$ cat src/dwt4_pkg.sv
// Shared types, constants and filter coefficients of the D4 wavelet block.
// Used by the front, queue, back and top-level modules; depends on nothing.
package dwt4_pkg;

   // Sizing of the datapath and the block.
   localparam int MAX_HALF       = 512;
   localparam int VALUE_WIDTH    = 20;
   localparam int COEF_FRAC_BITS = 16;
   localparam int HALF_W         = 10;
   localparam int INDEX_W        = 9;
   localparam int COUNT_W        = 9;

   // Configuration port.
   localparam int CFG_INDEX_W = 2;
   localparam int CFG_DATA_W  = 10;
   localparam logic [CFG_INDEX_W-1:0] CFG_DIRECTION   = CFG_INDEX_W'(0);
   localparam logic [CFG_INDEX_W-1:0] CFG_HALF_LENGTH = CFG_INDEX_W'(1);
   localparam logic [HALF_W-1:0]      HALF_RESET      = HALF_W'(512);

   // Stream payload widths, padded to whole bytes.
   localparam int REQ_DATA_W = ((2 * VALUE_WIDTH + 7) / 8) * 8;
   localparam int RSP_FIELD_W = 2 * VALUE_WIDTH + INDEX_W;
   localparam int RSP_DATA_W = ((RSP_FIELD_W + 7) / 8) * 8;

   // Arithmetic widths: coefficients stay below 2 in magnitude.
   localparam int COEF_W = COEF_FRAC_BITS + 2;
   localparam int PROD_W = VALUE_WIDTH + COEF_W;
   localparam int SUM_W  = PROD_W + 2;

   // Job queue between front and back.
   localparam int QUEUE_DEPTH = 4;
   localparam int QUEUE_PTR_W = 2;

   // Round a Q24 magnitude half up to the working number of fraction bits.
   function automatic int coef_of(input int mag_q24);
      int shift;
      shift = 24 - COEF_FRAC_BITS;
      if (shift <= 0) begin
         return mag_q24;
      end
      return (mag_q24 + (1 << (shift - 1))) >>> shift;
   endfunction

   localparam logic signed [COEF_W-1:0] H0     = COEF_W'(coef_of(8102773));
   localparam logic signed [COEF_W-1:0] H1     = COEF_W'(coef_of(14034415));
   localparam logic signed [COEF_W-1:0] H2     = COEF_W'(coef_of(3760510));
   localparam logic signed [COEF_W-1:0] H3     = COEF_W'(-coef_of(2171132));
   localparam logic signed [COEF_W-1:0] NEG_H0 = COEF_W'(-coef_of(8102773));
   localparam logic signed [COEF_W-1:0] NEG_H2 = COEF_W'(-coef_of(3760510));

   // One result to compute: the earlier pair p, the later pair c and tags.
   typedef struct packed {
      logic                          inverse;
      logic signed [VALUE_WIDTH-1:0] p0;
      logic signed [VALUE_WIDTH-1:0] p1;
      logic signed [VALUE_WIDTH-1:0] c0;
      logic signed [VALUE_WIDTH-1:0] c1;
      logic [INDEX_W-1:0]            index;
      logic                          last;
   } job_type;

   typedef struct packed {
      logic    valid;
      job_type job;
   } slot_type;

endpackage

$ cat src/dwt4_back.sv
// Back end of the D4 wavelet block: constant-coefficient products, sums,
// rounding and saturation in three stages ending in the output register.
// Depends on dwt4_pkg.
module dwt4_back (
   input  logic                                 clock,
   input  logic                                 reset,
   input  dwt4_pkg::slot_type                   head,
   output logic                                 pop,
   output logic                                 rsp_tvalid,
   input  logic                                 rsp_tready,
   output logic signed [dwt4_pkg::VALUE_WIDTH-1:0] low_or_even,
   output logic signed [dwt4_pkg::VALUE_WIDTH-1:0] high_or_odd,
   output logic [dwt4_pkg::INDEX_W-1:0]         pair_index,
   output logic                                 block_end
);
   import dwt4_pkg::*;

   localparam logic signed [SUM_W:0] ROUND_HALF =
      (SUM_W + 1)'(64'sd1 <<< (COEF_FRAC_BITS - 1));
   localparam logic signed [SUM_W:0] SAT_HI =
      (SUM_W + 1)'((64'sd1 <<< (VALUE_WIDTH - 1)) - 64'sd1);
   localparam logic signed [SUM_W:0] SAT_LO =
      (SUM_W + 1)'(-(64'sd1 <<< (VALUE_WIDTH - 1)));

   function automatic logic signed [PROD_W-1:0] mul(
      input logic signed [VALUE_WIDTH-1:0] v,
      input logic signed [COEF_W-1:0]      c
   );
      return PROD_W'(v) * PROD_W'(c);
   endfunction

   // Round to nearest with ties upward, then clamp to the value range.
   function automatic logic signed [VALUE_WIDTH-1:0] round_sat(
      input logic signed [SUM_W-1:0] s
   );
      logic signed [SUM_W:0] t;
      logic signed [SUM_W:0] q;
      t = (SUM_W + 1)'(s) + ROUND_HALF;
      q = t >>> COEF_FRAC_BITS;
      if (q > SAT_HI) begin
         q = SAT_HI;
      end else if (q < SAT_LO) begin
         q = SAT_LO;
      end
      return q[VALUE_WIDTH-1:0];
   endfunction

   logic                     enable;
   logic                     a_valid_ff, b_valid_ff;
   logic signed [PROD_W-1:0] e0_ff, e1_ff, e2_ff, e3_ff;
   logic signed [PROD_W-1:0] o0_ff, o1_ff, o2_ff, o3_ff;
   logic signed [SUM_W-1:0]  even_sum_ff, odd_sum_ff;
   logic [INDEX_W-1:0]       a_index_ff, b_index_ff;
   logic                     a_last_ff, b_last_ff;
   logic signed [COEF_W-1:0] k_p0, k_c0, k_p1n, k_c1n;

   // The whole pipeline moves whenever the output register can take data.
   assign enable = !rsp_tvalid || rsp_tready;
   assign pop    = enable && head.valid;

   // Coefficient choice for the two directions.
   assign k_p0  = head.job.inverse ? H2 : H0;
   assign k_c0  = head.job.inverse ? H0 : H2;
   assign k_p1n = head.job.inverse ? NEG_H0 : NEG_H2;
   assign k_c1n = head.job.inverse ? NEG_H2 : NEG_H0;

   // Valid flags of the three stages.
   always_ff @(posedge clock) begin
      if (reset) begin
         a_valid_ff <= 1'b0;
         b_valid_ff <= 1'b0;
         rsp_tvalid <= 1'b0;
      end else if (enable) begin
         a_valid_ff <= head.valid;
         b_valid_ff <= a_valid_ff;
         rsp_tvalid <= b_valid_ff;
      end
   end

   // Products, sums and the output register.
   always_ff @(posedge clock) begin
      if (enable) begin
         e0_ff      <= mul(head.job.p0, k_p0);
         e1_ff      <= mul(head.job.p1, H1);
         e2_ff      <= mul(head.job.c0, k_c0);
         e3_ff      <= mul(head.job.c1, H3);
         o0_ff      <= mul(head.job.p0, H3);
         o1_ff      <= mul(head.job.p1, k_p1n);
         o2_ff      <= mul(head.job.c0, H1);
         o3_ff      <= mul(head.job.c1, k_c1n);
         a_index_ff <= head.job.index;
         a_last_ff  <= head.job.last;

         even_sum_ff <= SUM_W'(e0_ff) + SUM_W'(e1_ff) + SUM_W'(e2_ff) + SUM_W'(e3_ff);
         odd_sum_ff  <= SUM_W'(o0_ff) + SUM_W'(o1_ff) + SUM_W'(o2_ff) + SUM_W'(o3_ff);
         b_index_ff  <= a_index_ff;
         b_last_ff   <= a_last_ff;

         low_or_even <= round_sat(even_sum_ff);
         high_or_odd <= round_sat(odd_sum_ff);
         pair_index  <= b_index_ff;
         block_end   <= b_last_ff;
      end
   end

endmodule
$ cat config.mk
export PLATFORM = sky130hd
export DESIGN_NAME = dwt4_back
export DESIGN_NICKNAME = d
export VERILOG_FILES = /design/src/dwt4_pkg.sv /design/src/dwt4_back.sv
export SDC_FILE = /design/constraint.sdc
export NUM_CORES = 2
export LEC_CHECK = 0
export BUFFER_PORTS_ARGS = -buffer_cell sky130_fd_sc_hd__buf_4
export CORE_MARGIN = 5
export CORE_UTILIZATION = 67
export DETAILED_ROUTE_END_ITERATION = 8
export PLACE_DENSITY = 0.81
export SLEW_MARGIN = 20
export SYNTH_ARGS = -nofsm -noshare
export SYNTH_HDL_FRONTEND = slang
export SYNTH_SLANG_ARGS = --single-unit
$ cat constraint.sdc
create_clock -name clock -period 10.5 [get_ports clock]
set_clock_uncertainty 0.2 [all_clocks]
set_input_delay 0.525 -clock clock [delete_from_list [all_inputs] [get_ports clock]]
set_output_delay 0.525 -clock clock [all_outputs]
set_load 0.01 [all_outputs]
==> results.txt <==
Most frequent CP cell -> fa_1
Final worst path period share -> 74.57%
XOR/XNOR Fraction of Synth Area -> 4.730%
Main combinational cell family by area after synthesis -> adder cells
Warnings, synthesis -> 0
PortBufs -> 146
Rows -> 125
Die width -> 351.9 um
Vias post-DR -> 52,060
Starting DRT DRC Count -> 3,592
Top-area cell type share of the netlist area -> 37.16%
Dpl cells -> 9,091
Layout fillers -> 8,285
Sequential area share after synthesis -> 15.45%
# DRC -> 0
Critical path class -> input pin to flip-flop
Setup TNS -> 0 ns
GPL Wtd Cong -> 0.9944
CP max-delay cell -> inv_2
Via density -> 5.657
IO Count -> 147
Clk slew on worst S/H paths -> 0.06 ns
Commonest non-fill, non-tap cell in the layout -> inv_1
Vias in the first global route -> 57,100
Fraction of layout instances using a drive strength above 1 -> 3.784%
Postcts setup bufs -> 0
CTS Root Cell -> clkbuf_16
Post-Synthesis Cells -> 7,461
Clk sink count -> 404
CTS tree -> built
Most frequent cells in the layout -> 2,148 x inv_1, 1,454 x fa_1, 1,232 x ha_1, 401 x edfxtp_1, 308 x nor2_1
Post-synthesis mux area share -> 0.1645%
Final instance area -> 82,970 um2
WL final -> 200,000 um
Slew headroom -> 20.61%
Max Cap Violations -> 0
Highest Clock Rate -> 0.1277 GHz
Final Hold Viols -> 0
Status -> finished clean
DP Wirelength -> 171,500 um
Fin Hold WS -> 0.07700 ns
Simple-gate portion of the synthesized area -> 5.303%
Avg Cell Area, Syn -> 10.50 um2
Max FO, Critical Path -> 46
Unrepaired setup endpoints after global routing -> false
First-pass GRT wire length -> 318,800 um
Cell accounting for the most synthesized area -> fa_1
CP Launch Type -> input pin
Complex-gate fraction of the synthesized area -> 6.891%
Worst EP arrival -> 7.98 ns
Core Footprint -> 116,200 um2
Drt wl/cell -> 21.73 um
Register area -> 12,100 um2
Fin. max-slew vios -> 0
CTS H-tree depth -> 2
Cell variety after synth -> 79
Hold bufs inserted after CTS -> 11
Largest net degree at the start of global routing -> 182
Setup crit end kind -> flip-flop
Synth Flop Type -> edfxtp_1
Post-Synth Adder-Cell Area -> 56.88%
Worst Hold Class -> input pin to flip-flop
CTS resizes -> 0
Clock Path Buffers -> 3
Synthesized cell area -> 78,330 um2
Area of the multi-input gates -> 57,950 um2
Non-filler cells, final -> 9,202
Total GRT Usage -> 33.21%
Worst EP required -> 10.65 ns
Area Growth Syn to Fin -> 5.920%
Initial Utilization -> 67.41%
Final worst path period need -> 7.829 ns
DIE AREA -> 123,900 um2
Asr flop ratio synth -> 0%
Global route overflow -> 0
Number of synthesized flops with an enable pin -> 401
Clock latency at the later pin of the worst-skew pair -> 0.62 ns
Post-DP Area -> 81,260 um2
Total iterations of the first detailed-routing run -> 6
# setup viols final -> 0
#FFs+latches synth -> 404
Routed Antenna Nets -> 0
Worst slew pin tran -> 1.187 ns
Largest cells by area after synthesis -> fa_1 37%, ha_1 20%, edfxtp_1 15%
Cts bufs inserted -> 46
Height of the die -> 351.9 um
Worst path max stage delay -> 0.77 ns
Initial antenna violation count -> 27
Layout net count -> 10,410
## layout make-up
class / instances / share of cell area (%)
well taps: 1524 / 2.298
diodes: 14 / 0.04223
inverters: 2153 / 9.750
clock inverters: 31 / 0.3861
clock buffers: 54 / 1.485
repair buffers: 172 / 1.605
multi-input cells: 4850 / 69.85
flip-flops and latches: 404 / 14.59
## per-stage QoR
stage | utilization (%) | worst slack [ns]
after CTS | 71.36 | 2.832
after global routing | 71.38 | 2.413
after global placement | 69.93 | 2.271
after detailed placement | 69.93 | 2.180
after floorplan | - | 0.6061
final | 71.40 | 2.671
## cells in the mapped netlist, types with 14 or more instances
cell / count
a21o_1: 147
edfxtp_1: 401
a21oi_1: 243
or3_1: 18
a211oi_1: 25
inv_1: 2150
or2_2: 14
a31oi_1: 25
ha_1: 1232
nor2b_1: 60
nand4_1: 21
nand2b_1: 39
and3_1: 28
o21a_1: 54
nor3_1: 53
fa_1: 1454
nand2_1: 212
o21ai_0: 172
o21bai_1: 36
clkbuf_1: 47
and2_1: 37
xor2_1: 126
nand3_1: 64
nor2_1: 308
xnor2_1: 297
## state kept, by name, indices dropped and copies added, names as in the netlist, 9 cells and up
name,flops
e1_ff,35
e3_ff,35
pair_index,9
e2_ff,36
o2_ff,35
even_sum_ff,25
o0_ff,34
b_index_ff,9
o3_ff,35
o1_ff,36
a_index_ff,9
low_or_even,20
high_or_odd,20
e0_ff,36
odd_sum_ff,24
## critical path, delay by kind of cell
family,cells,cell delay [ns]
adder cells (fa/ha/maj),7,3.34
buffers and inverters,6,1.75
AO/OA/AOI/OAI,7,1.64
AND/OR/NAND/NOR,4,0.55
XOR/XNOR,1,0.12
## metal layers
| metal | share of wire, % | up-vias | track usage (%) |
|---|---|---|---|
| li1 | - | 23640 | - |
| met1 | 39 | 26090 | 42.35 |
| met3 | 8.3 | 537 | 7.814 |
| met4 | 5.4 | 24 | 14.73 |
| met5 | 0.063 | - | 0 |
| met2 | 47 | 1767 | 54.63 |
## path summary, 6_finish.rpt
kind              slack (ns)  depth (start not counted)                    start                        to
setup / recovery        2.67                         25                 head[90]       e0_ff[33]$_DFFE_PN_
hold / removal          0.08                          4                 head[91]   a_valid_ff$_SDFFE_PP0N_
setup reg to reg        5.64                         14       o0_ff[4]$_DFFE_PN_  odd_sum_ff[38]$_DFFE_PN_
hold reg to reg         0.22                          0  a_index_ff[7]$_DFFE_PN_   b_index_ff[7]$_DFFE_PN_
## logic make-up after synthesis
kind of cell	after synthesis
AOI/OAI and AO/OA	838
xor gates and xnor gates	423
adders and majority gates	2689
buffers and inverters	2208
DFF	404
muxes	12
other	1
and+or+nand+nor	886
Power is not shown: default switching activity piles up to over one toggle a cycle in this logic, so the estimate is an artifact.
