==> src/dwt4_pkg.sv <==
// Shared types, constants and filter coefficients of the D4 wavelet block.
// Used by the front, queue, back and top-level modules; depends on nothing.
package dwt4_pkg;

   // Sizing of the datapath and the block.
   localparam int MAX_HALF       = 512;
   localparam int VALUE_WIDTH    = 20;
   localparam int COEF_FRAC_BITS = 16;
   localparam int HALF_W         = 10;
   localparam int INDEX_W        = 9;
   localparam int COUNT_W        = 9;

   // Configuration port.
   localparam int CFG_INDEX_W = 2;
   localparam int CFG_DATA_W  = 10;
   localparam logic [CFG_INDEX_W-1:0] CFG_DIRECTION   = CFG_INDEX_W'(0);
   localparam logic [CFG_INDEX_W-1:0] CFG_HALF_LENGTH = CFG_INDEX_W'(1);
   localparam logic [HALF_W-1:0]      HALF_RESET      = HALF_W'(512);

   // Stream payload widths, padded to whole bytes.
   localparam int REQ_DATA_W = ((2 * VALUE_WIDTH + 7) / 8) * 8;
   localparam int RSP_FIELD_W = 2 * VALUE_WIDTH + INDEX_W;
   localparam int RSP_DATA_W = ((RSP_FIELD_W + 7) / 8) * 8;

   // Arithmetic widths: coefficients stay below 2 in magnitude.
   localparam int COEF_W = COEF_FRAC_BITS + 2;
   localparam int PROD_W = VALUE_WIDTH + COEF_W;
   localparam int SUM_W  = PROD_W + 2;

   // Job queue between front and back.
   localparam int QUEUE_DEPTH = 4;
   localparam int QUEUE_PTR_W = 2;

   // Round a Q24 magnitude half up to the working number of fraction bits.
   function automatic int coef_of(input int mag_q24);
      int shift;
      shift = 24 - COEF_FRAC_BITS;
      if (shift <= 0) begin
         return mag_q24;
      end
      return (mag_q24 + (1 << (shift - 1))) >>> shift;
   endfunction

   localparam logic signed [COEF_W-1:0] H0     = COEF_W'(coef_of(8102773));
   localparam logic signed [COEF_W-1:0] H1     = COEF_W'(coef_of(14034415));
   localparam logic signed [COEF_W-1:0] H2     = COEF_W'(coef_of(3760510));
   localparam logic signed [COEF_W-1:0] H3     = COEF_W'(-coef_of(2171132));
   localparam logic signed [COEF_W-1:0] NEG_H0 = COEF_W'(-coef_of(8102773));
   localparam logic signed [COEF_W-1:0] NEG_H2 = COEF_W'(-coef_of(3760510));

   // One result to compute: the earlier pair p, the later pair c and tags.
   typedef struct packed {
      logic                          inverse;
      logic signed [VALUE_WIDTH-1:0] p0;
      logic signed [VALUE_WIDTH-1:0] p1;
      logic signed [VALUE_WIDTH-1:0] c0;
      logic signed [VALUE_WIDTH-1:0] c1;
      logic [INDEX_W-1:0]            index;
      logic                          last;
   } job_type;

   typedef struct packed {
      logic    valid;
      job_type job;
   } slot_type;

endpackage

==> src/dwt4_queue.sv <==
// Short job queue between the front and back ends of the D4 wavelet block.
// Depends on dwt4_pkg.
module dwt4_queue (
   input  logic               clock,
   input  logic               reset,
   input  dwt4_pkg::slot_type push,
   output logic               full,
   output dwt4_pkg::slot_type head,
   input  logic               pop
);
   import dwt4_pkg::*;

   job_type                slots_ff [QUEUE_DEPTH];
   logic [QUEUE_PTR_W-1:0] wr_ptr_ff, rd_ptr_ff;
   logic [QUEUE_PTR_W:0]   count_ff;
   logic                   do_push, do_pop;

   assign full       = (count_ff == (QUEUE_PTR_W + 1)'(QUEUE_DEPTH));
   assign head.valid = (count_ff != '0);
   assign head.job   = slots_ff[rd_ptr_ff];
   assign do_push    = push.valid && !full;
   assign do_pop     = pop && head.valid;

   // Pointers and fill count.
   always_ff @(posedge clock) begin
      if (reset) begin
         wr_ptr_ff <= '0;
         rd_ptr_ff <= '0;
         count_ff  <= '0;
      end else begin
         if (do_push) begin
            wr_ptr_ff <= wr_ptr_ff + QUEUE_PTR_W'(1);
         end
         if (do_pop) begin
            rd_ptr_ff <= rd_ptr_ff + QUEUE_PTR_W'(1);
         end
         if (do_push && !do_pop) begin
            count_ff <= count_ff + (QUEUE_PTR_W + 1)'(1);
         end else if (do_pop && !do_push) begin
            count_ff <= count_ff - (QUEUE_PTR_W + 1)'(1);
         end
      end
   end

   // Storage.
   always_ff @(posedge clock) begin
      if (do_push) begin
         slots_ff[wr_ptr_ff] <= push.job;
      end
   end

endmodule

==> config.mk <==
export PLATFORM = sky130hd
export DESIGN_NAME = dwt4_queue
export DESIGN_NICKNAME = d
export VERILOG_FILES = /design/src/dwt4_pkg.sv /design/src/dwt4_queue.sv
export SDC_FILE = /design/constraint.sdc
export NUM_CORES = 1
export LEC_CHECK = 0
export BUFFER_PORTS_ARGS = -buffer_cell sky130_fd_sc_hd__buf_2
export CELL_PAD_IN_SITES_DETAIL_PLACEMENT = 0
export CELL_PAD_IN_SITES_GLOBAL_PLACEMENT = 1
export CORE_ASPECT_RATIO = 1.2
export CORE_UTILIZATION = 40
export DETAILED_ROUTE_END_ITERATION = 16
export GPL_TIMING_DRIVEN = 0
export PLACE_DENSITY = 0.66
export SYNTH_ARGS = -nofsm -noshare
export SYNTH_HDL_FRONTEND = slang
export SYNTH_SLANG_ARGS = --single-unit
==> constraint.sdc <==
create_clock -name clock -period 4.64 [get_ports clock]
set_input_delay 0 -clock clock [delete_from_list [all_inputs] [get_ports clock]]
set_output_delay 0 -clock clock [all_outputs]
set_load 0.05 [all_outputs]
==> results of run 1 <==
final cells by class:
| class | count | area share |
|---|---|---|
| Multi-Input combinational cell | 125 | 0.133 |
| Sequential cell | 373 | 0.636 |
| Clock inverter | 26 | 0.0147 |
| Buffer | 21 | 0.0140 |
| Inverter | 4 | 0.000860 |
| Clock buffer | 43 | 0.0555 |
| Timing Repair Buffer | 284 | 0.113 |
| Tap cell | 450 | 0.0322 |
through the flow:
stage / area [sq um] / hold WS [ns]
floorplan: 13700 / 0.0989
global placement: 15200 / 0.209
detailed placement: 15300 / 0.219
CTS: 17500 / 0.197
global route: 17500 / 0.212
finish: 17500 / 0.229
logic make-up after synthesis:
kind of cell / after synthesis
AO/OA/AOI/OAI: 6
XOR/XNOR: 4
adder cells (fa/ha/maj): 6
buffers and inverters: 25
flip-flops: 373
multiplexers: 93
AND/OR/NAND/NOR: 16
Yosys cell counts:
cell      count
mux2i_1       2
fa_1          1
o31ai_1       1
o21ai_0       2
buf_6         1
o311ai_0      1
nor2_1        6
nor3b_2       1
mux4_2       91
or3_1         3
a21oi_1       2
ha_1          5
and2_1        4
inv_1         4
dfxtp_1       9
clkbuf_1      2
edfxtp_1    364
nand2b_1      2
buf_12        9
buf_2         9
xor2_1        4
sequential cells by signal, indices dropped and copies added, names as in the netlist, named ones only:
name       cells
rd_ptr_ff      2
slots_ff     364
wr_ptr_ff      2
count_ff       3
routing by layer:
metal  up-vias  share of wire  global-route usage  routed length, um
met2       151           0.53               0.269              13700
met4         0          0.020              0.0478                513
li1       2906              -                   -                  -
met5         -              0                   0                  0
met3        39          0.052              0.0359               1350
met1      3311           0.40               0.179              10300
layout by cell type, fill, tap and decap left out:
master         count
edfxtp_1         364
buf_2            195
dlygate4sd3_1     94
mux4_2            91
clkbuf_16         38
buf_12             9
dfxtp_1            9
clkinv_1           9
clkbuf_1           7
nor2_1             6
clkinvlp_4         6
ha_1               5
inv_1              4
and2_4             4
xor2_1             4
bufinv_16          4
buf_16             4
or3_1              3
inv_6              3
clkinv_2           3
o21ai_0            2
a21oi_1            2
mux2i_1            2
nand2b_1           2
nor3b_2            1
buf_6              1
o31ai_1            1
o311ai_0           1
fa_1               1
clkinv_8           1
critical path, stage by stage (launching register included):
cell and delay (ns):
dfxtp_1 0.30, clkbuf_1 0.63, buf_2 0.42, mux4_2 0.35
buf_2 0.24
worst paths after layout:
path,end,depth (start not counted),slack [ns],startpoint
worst max-delay path,head[12],4,2.17,register
worst min-delay path,slots_ff[1][51],2,0.23,push[51]
worst max register to register,count_ff[2],8,2.23,count_ff[0]
worst min register to register,wr_ptr_ff[1],2,0.52,wr_ptr_ff[1]
report_power, final:
group | switching (mW) | total, mW | internal, mW
Clock | 1.22 | 2.96 | 1.74
Sequential | 0.0810 | 4.13 | 4.05
Combinational | 2.23 | 3.37 | 1.13
Total | 3.53 | 10.5 | 6.92
==> results.toml, run 1 <==
[die]
io_pins = 188
start_util = 0.409
die_width_um = 171
rows = 73
dieArea_sq_um = 35000
core_area_sq_um = 33400
die_h_um = 205

[sta]
rsz0062_at_grt = "no"
hold_viol_final = 0
fin_tns_setup_ns = 0
worst_slew_pin_slew_ns = 0.842
max_freq_mhz = 404
finalSetupViolations = 0
fin_skew_ns = 0.00619
relSlewSlack = 0.438
setup_slack_ns = 2.17
layout_min_cycle_time_ns = 2.47
drv_slew = 0
period_share = 0.533

[final_layout]
ff_latch_area_sq_um = 11100
drive_gt1_frac = 0.411
postLayoutCoreUtil = 0.522
antenna_cells = 0
multiInputGateArea_sq_um = 2320
layout.nets = 948
synthToLayoutAreaGrowth_pct = 27.6
layoutNonFillerInstCount = 1326
n_fill_cell = 2690

[grt]
grt_overflow = 0
grt_max_degree = 52
grt_util_all_layers = 0.151
grt_pass1_wl_um = 39500
grt_pass1_vias = 7295
antenna_found_initial = 0

[synth]
yosys-top-cells-area = "edfxtp_1, mux4_2, buf_12, dfxtp_1, ha_1"
synth-xor-area-share = 0.00256
ys_ff_latch = 373
syn_nets = 624
syn_avg_cell_area_sq_um = 26.2
synth_top_family_by_area = "multiplexers"
syn_area_sq_um = 13700
synth_fa_ha_area_frac = 0.00603
synth-simple-area-share = 0.00667
yosys_warnings = 0
synth_top_cell_by_area = "edfxtp_1"
ys_types = 21
ys_seq_area_frac = 0.812
synth_mux_area_frac = 0.151
synth.top_cell.area_share = 0.799
synthCells = 523
synth_compound_area_frac = 0.00265

[clocking]
cts_root_buf = "clkbuf_16"
clock_sinks = 373
cts_setup_buffers = 0
cts.clk_slew.worst_paths_ns = 0.06
post_cts_resized = 0
numCtsBuffers = 38
clk-insertion-delay-late_ns = 0.52
cts_tree = "built"
postCtsHoldBufs = 94
cts_htree_levels = 2
cts_max_path_buffers = 3

[outcome]
status = "finished, final reports clean"

[placement]
place.gp.congestion = 0.665
preCtsSetupSlack_ns = 2.24
hpwl_um = 15700
portBuffers = 186
dp_cells = 1163

[worst_setup_path]
cp.required_ns = 4.64
cp-end-kind = "output port"
crit_type = "reg -> out"
startpoint_type = "register"
path_max_fanout = 10
arrival_ns = 2.47

[routing]
postRouteAntennaNets = 0
drc = 0
firstDrtPassIters = 4
routed_via_density = 4.83
wl_per_cell_um = 19.5
wl_um = 25900
via_count = 6407
first_iter_violations = 281

[power]
power.density_nw_per_um2 = 598
leakagePower_nw = 5.92
vdd_ir_drop_max_v = 0.000417
power.total_mw = 10.5

[run]
maxCapViolCount = 0

[min_path]
hp-class = "in -> reg"
Note: power is estimated with default switching activity, not from simulation.
==> run 2: changes to the inputs <==
PLACE_DENSITY = 0.69   (was 0.66)
clock period = 2.1 ns   (was 4.64 ns; I/O delays follow)
==> run 2 against run 1 <==
Net effect:
- the run now ends with setup timing left
- sequential cell count stayed put
- wire length is 1.2% higher
- power is 130% higher
- cell count is 0.23% higher
- design area is 0.91% higher
- clock power is 130% higher
- largest cell class unchanged
==> results.toml, run 2 (synthesis gave the netlist of run 1 again) <==
[final_layout]
largest_reg_flops = 364
reg_top3 = "slots_ff (364), count_ff (3)"
drive_gt1_frac = 0.421
final_common_cell = "edfxtp_1"
largest-register = "slots_ff"
layout.nets = 951
final_cell_mix = "edfxtp_1, buf_2, dlygate4sd3_1"
final_area_sq_um = 17600
synthToLayoutAreaGrowth_pct = 28.8
postLayoutCoreUtil = 0.527

[routing]
firstDrtPassIters = 5
wl_per_cell_um = 19.7
wl_um = 26200
via_count = 6523
routed_via_density = 4.91
first_iter_violations = 345
postRouteAntennaNets = 0
drc = 0

[clocking]
cts_root_buf = "clkbuf_16"
cts_htree_levels = 2
cts_tree = "built"
cts_max_path_buffers = 3
numCtsBuffers = 37
clk-insertion-delay-late_ns = 0.52
clock_sinks = 373
cts.clk_slew.worst_paths_ns = 0.06

[sta]
relSlewSlack = 0.462
layout_min_cycle_time_ns = 2.11
hold_viol_final = 0
finalSetupViolations = 1
setup_slack_ns = -0.0117
drv_slew = 0
fin_skew_ns = 0.00876
period_share = 1.01
rsz0062_at_grt = "yes"
worst_slew_pin_slew_ns = 0.807
max_freq_mhz = 474

[die]
die_h_um = 205
die_width_um = 171
core_area_sq_um = 33400
io_pins = 188
start_util = 0.409
dieArea_sq_um = 35000
rows = 73

[worst_setup_path]
critical_path.max_stage_delay_ns = 0.35
crit_type = "reg -> reg"
cp.required_ns = 2.54
arrival_ns = 2.55
cpLargestDelayFamily = "simple AND/OR/NAND/NOR gates"
cp_slowest_cell = "dfxtp_2"
cp-end-kind = "register"
crit_chain = "nor3b_4 -> nor2_4 -> buf_4 -> ha_2 -> inv_1 -> fa_2 -> xor2_1 -> or3_1 -> a21oi_2"
path_max_fanout = 6
startpoint_type = "register"
crit_buf_inv = 2

[placement]
place_area_sq_um = 15200
hpwl_um = 15100
place.gp.congestion = 0.743
portBuffers = 186

[power]
power.density_nw_per_um2 = 1340
leakagePower_nw = 5.99
vdd_ir_drop_max_v = 0.000855

[grt]
grt_pass1_vias = 7349
antenna_found_initial = 1
grt_overflow = 0
grt_max_degree = 92
grt_pass1_wl_um = 39700
grt_util_all_layers = 0.152

[min_path]
hp-class = "in -> reg"

[run]
maxCapViolCount = 0

[outcome]
violations = "setup timing"
status = "finished with violations"
run 2: worst paths after layout:
kind / start / end / slack [ns] / cells past startpoint
hold / removal: push[67] / slots_ff[3][67] / 0.23 / 2
setup reg to reg: count_ff[2] / count_ff[2] / -0.01 / 9
hold reg to reg: wr_ptr_ff[1] / wr_ptr_ff[1] / 0.52 / 2
setup / recovery: count_ff[2] / count_ff[2] / -0.01 / 9
run 2: power breakdown:
group,switching (mW),internal (mW)
combinational,4.96,2.62
clock,2.57,4.22
sequential,0.223,8.95
total,7.75,15.8
run 2: area by class of cell:
| type | count | area, sq um |
|---|---|---|
| flip-flops and latches | 373 | 11100 |
| repair buffers | 289 | 2040 |
| fillers | 2640 | 15800 |
| clock buffers | 53 | 1050 |
| multi-input cells | 125 | 2350 |
| diodes | 1 | 2.50 |
| plain buffers | 20 | 262 |
| well taps | 450 | 563 |
| clock inverters | 14 | 223 |
| inverters | 4 | 15.0 |
run 2: metrics by stage:
step	cells	hold WS, ns	worst slack (ns)	total power, mW	TNS, ns
2_1_floorplan	523	0.0989	0.00798	15.0	0
3_3_place_gp	1159	0.208	-0.222	16.5	-77.02
3_5_place_dp	1159	0.219	-0.342	16.7	-113.07
4_1_cts	1322	0.200	-0.242	23.8	-76.45
5_1_grt	1329	0.223	-0.0927	24.4	-7.35
6_report	1329	0.230	-0.0117	23.5	-0.0117
run 2: what timing repair did:
item | CTS | global route
hold buffers | 95 | 0
resized for setup | 10 | 7
hold endpoints to repair | 373 | 0
pin swaps | 4 | 4
setup buffers | 2 | 1
setup endpoints to repair | 456 | 202
gates cloned | 0 | 1
run 2: layer usage:
metal,global-route usage,part of all wire
met3,0.0352,0.049
met4,0.0571,0.024
met1,0.173,0.39
met2,0.276,0.53
met5,0,0
